## src/rtl/core/lwfd_ram.sv

```systemverilog
// Single write port, single registered read port RAM
`default_nettype none
module lwfd_ram #(
  parameter int DEPTH = 32,
  parameter int WIDTH = 16
) (
  input  wire logic                   clk,
  input  wire logic                   we,
  input  wire logic [$clog2(DEPTH)-1:0] waddr,
  input  wire logic [WIDTH-1:0]       wdata,
  input  wire logic [$clog2(DEPTH)-1:0] raddr,
  output logic      [WIDTH-1:0]       rdata
);

  logic [WIDTH-1:0] mem [DEPTH];

  // Write and registered read
  always_ff @(posedge clk) begin
    if (we) begin
      mem[waddr] <= wdata;
    end
    rdata <= mem[raddr];
  end

endmodule
`default_nettype wire

```

## config.mk

```make
export PLATFORM = sky130hd
export DESIGN_NAME = lwfd_ram
export DESIGN_NICKNAME = d
export VERILOG_FILES = /design/src/rtl/core/lwfd_ram.sv
export SDC_FILE = /design/constraint.sdc
export NUM_CORES = 1
export LEC_CHECK = 0
export BUFFER_PORTS_ARGS = -buffer_cell sky130_fd_sc_hd__buf_2
export CAP_MARGIN = 20
export CORE_ASPECT_RATIO = 1.2
export CORE_MARGIN = 2
export CORE_UTILIZATION = 40
export DETAILED_ROUTE_END_ITERATION = 8
export HOLD_SLACK_MARGIN = 0.12
export PLACE_DENSITY = 0.54
export SYNTH_ARGS = -nofsm -noshare
export SYNTH_HDL_FRONTEND = slang
export SYNTH_SLANG_ARGS = --single-unit
export TNS_END_PERCENT = 50
```

## constraint.sdc

```tcl
create_clock -name clk -period 1.78 [get_ports clk]
set_input_delay 0.089 -clock clk [delete_from_list [all_inputs] [get_ports clk]]
set_output_delay 0.089 -clock clk [all_outputs]
set_load 0.01 [all_outputs]
```

==> results of run 1 <==
cell families after synthesis:
group | Yosys count
and+or+nand+nor | 148
muxes | 256
AOI/OAI and AO/OA | 144
DFF | 528
buffers and inverters | 67
flip-flops by register name, indices dropped and copies added (netlist names):
name	cells
rdata	16
mem	512
power by group:
part / switching [mW] / internal [mW]
clock: 4.43 / 6.32
combinational: 0.961 / 0.604
sequential: 0.0666 / 13.8
total: 5.45 / 20.7
through the flow:
step | cells | setup TNS, ns | instance area (um^2) | util, % | worst slack (ns)
floorplan | 1143 | -5.84 | 20500 | - | -0.0490
global placement | 1874 | -0.157 | 22400 | 44.3 | -0.102
detailed placement | 1874 | -0.229 | 22400 | 44.3 | -0.127
CTS | 1986 | 0 | 24300 | 48.0 | 0.136
global route | 1987 | 0 | 24300 | 48.0 | 0.00739
finish | 1987 | 0 | 24300 | 48.0 | 0.0781
worst reg2reg max path: cells and delay by family, from the launching register on:
family | cells | cell delay, ns
buffers and inverters | 1 | 0.59
flip-flops | 1 | 0.32
AO/OA/AOI/OAI | 1 | 0.28
AND/OR/NAND/NOR | 2 | 0.21
multiplexers | 1 | 0.06
layout make-up:
| cell class | count | area [um^2] |
|---|---|---|
| fill | 4188 | 26300 |
| sequential | 528 | 15700 |
| multi-input combinational | 548 | 4360 |
| timing repair buffer | 173 | 1740 |
| clock buffer | 73 | 1470 |
| tap | 644 | 806 |
| clock inverter | 20 | 194 |
| antenna | 1 | 2.50 |
cell usage in the layout, fill, tap and decap left out:
cell type / netlist / routed
a22o_1: 32 / 32
nor2_2: 0 / 18
a31oi_1: 16 / 16
clkbuf_8: 0 / 3
a21oi_1: 32 / 32
buf_8: 6 / 1
dlygate4sd3_1: 0 / 19
dfxtp_1: 16 / 16
or3_1: 1 / 1
bufinv_16: 0 / 4
nand4_1: 16 / 16
buf_12: 5 / 39
clkbuf_1: 12 / 15
or3b_2: 3 / 3
nor2_4: 1 / 1
buf_2: 19 / 42
clkinv_1: 0 / 8
nand2_1: 33 / 33
nor3_1: 16 / 16
nand3_1: 34 / 34
diode_2: 0 / 1
a22oi_1: 64 / 64
clkinv_2: 0 / 7
mux2i_1: 256 / 256
inv_6: 0 / 1
and2_2: 0 / 1
buf_4: 19 / 72
clkbuf_16: 0 / 55
nor2_1: 33 / 15
edfxtp_1: 512 / 512
nand3b_1: 5 / 5
nand2b_1: 2 / 2
nor2b_4: 0 / 2
or2_1: 1 / 1
routing by layer:
metal	global-route usage [%]	part of all wire, %	up-vias
met5	0	0.014	-
met4	6.28	2.7	2
met3	2.62	4.7	79
met2	31.4	49	267
met1	25.3	43	5480
li1	-	-	4883
worst max path at each step:
| stage | start | slack [ns] | to |
|---|---|---|---|
| final | raddr[3] | 0.08 | rdata[4] |
| after detailed placement | raddr[0] | -0.13 | rdata[7] |
| after global placement | raddr[0] | -0.10 | rdata[7] |
| after CTS | raddr[3] | 0.14 | rdata[4] |
| after floorplan | waddr[1] | -0.05 | mem[12][0] |
| after global routing | raddr[3] | 0.007 | rdata[7] |
==> results.tsv, run 1 <==
stage	metric	value	unit
setup_path	setup slack, reg-to-reg	0.25	ns
setup_path	critical path cell sequence	buf_2, dlygate4sd3_1, buf_4, nand2b_1, buf_4, buf_4, a21oi_1, a31oi_1, nand3_1	
setup_path	CP top delay family	buffers and inverters	
floorplanning	FP Rows	90	
timing	Max Clk Rate	588	MHz
setup_path	CP max-delay cell	dlygate4sd3_1	
cells_and_area	area delta synth->final	18.2	%
routing	Iter 0 DRT Violations	644	
floorplanning	core area	50600	um^2
setup_path	WP buf/inv	5	
cells_and_area	layout cells sized above 1	18.6	%
routing	drt via density	5.39	
synthesis	Synth Area in Compound Gates	4.97	%
grt	total grt overflow	0	
setup_path	Reg-to-Reg Start	mem[27][5]	
synthesis	Mapped Cells	1143	
grt	largest net degree at the start of global routing	33	
clock_tree	CTS resizes	0	
place	Final GP Congestion	0.764	
clock_tree	clock transition at the registers of the reported paths	0.06	ns
pwr	P_leak	8.57	nW
clock_tree	Clock Tree Buf Depth	3	
synthesis	Mapped Area	20500	um^2
routing	vias post-DR	10700	
routing	post-route ant nets	0	
clock_tree	post-CTS setup repair buffer count	0	
worst_hold_path	end point of the worst hold path	rdata[3]	
clock_tree	H-tree depth	2	
setup_path	Reg-to-Reg End	rdata[5]	
timing	final setup vio count	0	
floorplanning	chip width	211	um
clock_tree	clk root buf	clkbuf_16	
synthesis	top cells by area, synth	edfxtp_1 75%, mux2i_1 12%, a22oi_1 2.3%	
setup_path	worst reg-to-reg path cell count	5	
grt	initial antenna violation count	3	
timing	final worst path period share	95.6	%
floorplanning	Die Height	252	um
synthesis	Simple-Gate Fraction of Synth Area	3.49	%
synthesis	predominant post-synthesis flop cell	edfxtp_1	
synthesis	Seq/Total Area, Yosys	76.4	%
timing	fin crit period	1.70	ns
synthesis	Yosys top cell area share	74.9	%
place	DP Wirelength	30.4	mm
routing	first drt pass iteration count	5	
setup_path	crit-path max FO	18	
synthesis	Adder-Cell Fraction of Synth Area	0	%
setup_path	Critical Path AT	2.15	ns
clock_tree	cts hold-fix bufs	19	
setup_path	Crit Path Category	input pin to flip-flop	
worst_hold_path	hold path start	raddr[2]	
timing	final clock skew	0.0161	ns
place	Port Buffers	43	
floorplanning	io pins	44	
pwr	power consumption	26.2	mW
synthesis	multiplexer share of the synthesized area	12.5	%
grt	number of global-route vias before repair	10800	
floorplanning	Initial Util	40.6	%
synthesis	synth unique cells	26	
synthesis	largest area contributor in the netlist	edfxtp_1	
setup_path	Data required, critical path	2.23	ns
timing	RSZ-0062 raised after global routing	no	
synthesis	Yosys warning total	0	
floorplanning	area of the die	53200	um^2
synthesis	FFs w/ async S/R, synth	0	%
grt	All-Layer GR Usage	18.7	%
setup_path	CP max stage delay	0.54	ns
setup_path	Crit path depth	9	
routing	final WL	48.8	mm
timing	final hold vios	0	
synthesis	Mapped Avg Cell Area	18.0	um^2
routing	# DRC	0	
timing	Worst-Margin Slew	0.792	ns
worst_hold_path	Worst Hold Class	input pin to flip-flop	
setup_path	Worst Setup End Kind	flip-flop	
synthesis	Syn Nets	1171	
setup_path	Startpoint Class	input pin	
cells_and_area	final net count	1332	
synthesis	Post-synth EDFFs	512	
run_status	outcome	finished, final reports clean	
timing	final count of pins violating max slew	0	
clock_tree	Sink Count	528	
worst_hold_path	hold depth	6	
synthesis	largest family of logic cells by synthesized area	multiplexers	
synthesis	Synth Area in XOR/XNOR	0	%
pwr	Power Density	1080	nW/um^2
synthesis	Synth top cells by count	512 x edfxtp_1, 256 x mux2i_1, 64 x a22oi_1	
setup_path	CP dominant cell by count	buf_4	
timing	Slew Limit Headroom	47.2	%
pwr	peak supply drop	802	uV
synthesis	Seq cells post-synth	528	
grt	first-pass GRT wire length	72.4	mm
routing	drt wl/cell	24.6	um
timing	Min Hold Slack	0.191	ns
synthesis	most numerous cell in the Yosys netlist	edfxtp_1	
clock_tree	Clk Latency, worst-skew pair	0.59	ns
flow_run	Max Cap Viol	0	
clock_tree	CTS tree	yes	
clock_tree	Num CTS Buffers	53	
No activity file was read; power rests on OpenSTA's default activity.
==> run 2, diff against run 1 <==
--- a/config.mk
+++ b/config.mk
@@ -9,10 +9,10 @@
 export CAP_MARGIN = 20
 export CORE_ASPECT_RATIO = 1.2
 export CORE_MARGIN = 2
-export CORE_UTILIZATION = 40
+export CORE_UTILIZATION = 35
 export DETAILED_ROUTE_END_ITERATION = 8
 export HOLD_SLACK_MARGIN = 0.12
-export PLACE_DENSITY = 0.54
+export PLACE_DENSITY = 0.48
 export SYNTH_ARGS = -nofsm -noshare
 export SYNTH_HDL_FRONTEND = slang
 export SYNTH_SLANG_ARGS = --single-unit
==> run 2 against run 1 <==
  * Register-to-register slack worse by 0.04 ns
  * Sequential power hardly changed
  * Non-clock buffer count is 11 lower
  * Via count is 0.14% lower
  * Clock skew is 0.0030 ns lower
  * Maximum frequency is 8.4% higher
  * Critical path type is now flip-flop to flip-flop
  * Largest power group unchanged
==> results.tsv, run 2 (same netlist as run 1, synthesis figures left out) <==
stage	metric	value	unit	change
timing	final setup margin	0.211	ns	was 0.0781 ns
setup_path	setup slack, reg-to-reg	0.21	ns	was 0.25 ns
flow_run	Max Cap Viol	0		unchanged
pwr	part of the power in the clock network	43.0	%	was 41.0%
clock_tree	Sink Count	528		unchanged
worst_hold_path	Worst Hold Class	input pin to flip-flop		unchanged
cells_and_area	area delta synth->final	19.3	%	was 18.2%
timing	RSZ-0062 raised after global routing	no		unchanged
worst_hold_path	end point of the worst hold path	mem[21][10]		was rdata[3]
setup_path	crit-path max FO	1		was 18
place	dpl ws	-0.185	ns	was -0.127 ns
floorplanning	Initial Util	35.3	%	was 40.6%
cells_and_area	ANT cells	0		was 1
pwr	switching fraction of total power	21.0	%	was 20.8%
timing	fin crit period	1.57	ns	was 1.70 ns
routing	vias post-DR	10700		about the same
clock_tree	H-tree depth	2		unchanged
grt	All-Layer GR Usage	16.4	%	was 18.7%
routing	drt wl/cell	23.7	um	was 24.6 um
cells_and_area	top flop regs	mem: 512 flops, rdata: 16 flops		unchanged
cells_and_area	max reg flops	512		unchanged
routing	# DRC	0		unchanged
pwr	Gate power share	5.7	%	was 6.0%
place	Area after DPL	22500	um^2	was 22400 um^2
timing	final worst path period share	88.2	%	was 95.6%
cells_and_area	commonest non-fill, non-tap cell in the layout	edfxtp_1		unchanged
pwr	Pint	21.3	mW	was 20.7 mW
floorplanning	Die Height	269	um	was 252 um
timing	Max Clk Rate	637	MHz	was 588 MHz
timing	final hold vios	0		unchanged
setup_path	Reg-to-Reg End	rdata[9]		was rdata[5]
setup_path	Reg-to-Reg Start	mem[27][9]		was mem[27][5]
pwr	P_leak	8.60	nW	was 8.57 nW
place	Port Buffers	43		unchanged
cells_and_area	Fillers	5205		was 4188
cells_and_area	final net count	1322		was 1332
setup_path	Startpoint Class	flip-flop		was input pin
timing	Worst-Margin Slew	0.692	ns	was 0.792 ns
worst_hold_path	hold path start	waddr[4]		was raddr[2]
setup_path	Data required, critical path	2.24	ns	was 2.23 ns
pwr	peak supply drop	704	uV	was 802 uV
timing	TNS Setup	0	ns	unchanged
pwr	Seq pwr share	51.4	%	was 53.0%
floorplanning	io pins	44		unchanged
setup_path	worst reg-to-reg path cell count	5		unchanged
cells_and_area	footprint of the multi-input gates	4390	um^2	was 4360 um^2
pwr	P_sw	5.68	mW	was 5.45 mW
place	DP Wirelength	30.8	mm	was 30.4 mm
floorplanning	core area	58300	um^2	was 50600 um^2
setup_path	Critical Path AT	2.03	ns	was 2.15 ns
floorplanning	area of the die	60600	um^2	was 53200 um^2
routing	first drt pass iteration count	5		unchanged
grt	number of global-route vias before repair	11000		was 10800
clock_tree	clock transition at the registers of the reported paths	0.06	ns	about the same
clock_tree	Clock Tree Buf Depth	3		unchanged
cells_and_area	layout cells sized above 1	19.7	%	was 18.6%
setup_path	CP startpoint	mem[27][9]		was raddr[3]
grt	largest net degree at the start of global routing	40		was 33
run_status	outcome	finished, final reports clean		unchanged
routing	drt via density	5.14		was 5.39
cells_and_area	design area	24500	um^2	was 24300 um^2
clock_tree	CTS resizes	0		unchanged
setup_path	Worst Setup End Kind	flip-flop		unchanged
pwr	Power Density	1100	nW/um^2	was 1080 nW/um^2
timing	Slew Limit Headroom	53.9	%	was 47.2%
clock_tree	CTS tree	yes		unchanged
clock_tree	Num CTS Buffers	54		was 53
floorplanning	FP Rows	97		was 90
place	Placed Cells	1961		was 1874
setup_path	Crit Path Category	flip-flop to flip-flop		was input pin to flip-flop
cells_and_area	Storage cell area	15700	um^2	unchanged
routing	post-route ant nets	0		unchanged
grt	first-pass GRT wire length	72.9	mm	was 72.4 mm
worst_hold_path	hold depth	4		was 6
routing	final WL	49.3	mm	was 48.8 mm
cells_and_area	commonest cells after routing, fill and taps aside	512 x edfxtp_1, 256 x mux2i_1, 64 x a22oi_1		was 512 x edfxtp_1, 256 x mux2i_1, 72 x buf_4
timing	final count of pins violating max slew	0		unchanged
timing	final clock skew	0.0130	ns	was 0.0161 ns
cells_and_area	Top reg by flops	mem		unchanged
grt	initial antenna violation count	0		was 3
place	Final GP Congestion	0.739		was 0.764
cells_and_area	final cell count without fillers	2081		was 1987
routing	Iter 0 DRT Violations	702		was 644
floorplanning	chip width	225	um	was 211 um
timing	final setup vio count	0		unchanged
clock_tree	Clk Latency, worst-skew pair	0.60	ns	was 0.59 ns
timing	Min Hold Slack	0.268	ns	was 0.191 ns
clock_tree	clk root buf	clkbuf_16		unchanged
grt	total grt overflow	0		unchanged
run 2: changes by cell type in the layout (fill, tap and decap cells not counted), moves of 3 or more:
cell,change
buf_4,-10
nor2_1,-10
nor2_2,+10
clkbuf_1,-7
clkinv_2,+6
clkbuf_8,+3
clkinvlp_4,+3
run 2: worst max-delay path: stages (launching register included):
cell and delay [ns]:
edfxtp_1 0.35, mux2i_1 0.22, a22oi_1 0.13, nand4_1 0.11
dlygate4sd3_1 0.55, nand3_1 0.07
run 2: per-layer routing:
layer  vias up  GRT usage, %  share of wire, %
met5         -             0                 0
met4         0          3.92               1.6
met3        56          2.62               3.6
met2       181          27.2                49
met1      5575          22.5                46
li1       4884             -                 -
run 2: worst max-delay path by stage:
stage                     slack (ns)  cells after the start          to
after floorplan                -0.05                      3  mem[12][0]
after global placement         -0.17                      7    rdata[6]
after detailed placement       -0.18                      7    rdata[5]
after CTS                       0.23                      5    rdata[9]
after global routing            0.13                      5    rdata[6]
final                           0.21                      5    rdata[9]
run 2: power by group through the flow:
stage          Sequential, mW  Clock, mW  Combinational, mW
6_report                 13.9       11.6               1.53
5_1_grt                  13.9       12.4               1.65
4_1_cts                  13.9       11.9               1.56
3_5_place_dp             14.1          0               1.52
3_3_place_gp             14.1          0               1.50
2_1_floorplan            14.1          0              0.776
run 2: layout make-up:
class                           count  area share, %
Sequential cell                   528           64.1
Multi-Input combinational cell    548           17.9
Timing Repair Buffer              162           6.70
Clock buffer                       71           6.28
Tap cell                          742           3.79
Clock inverter                     30           1.25
run 2: stage by stage:
stage | utilization, % | power, mW
final | 42.0 | 27.0
after detailed placement | 38.6 | 15.7
after global placement | 38.6 | 15.7
after global routing | 42.0 | 27.9
after CTS | 42.0 | 27.4
after floorplan | - | 14.9
run 2: repair_timing:
item                       4_1_cts  5_1_grt
setup endpoints to repair        0        0
hold endpoints to repair       524        0
setup buffers                    0        0
hold buffers                    19        0
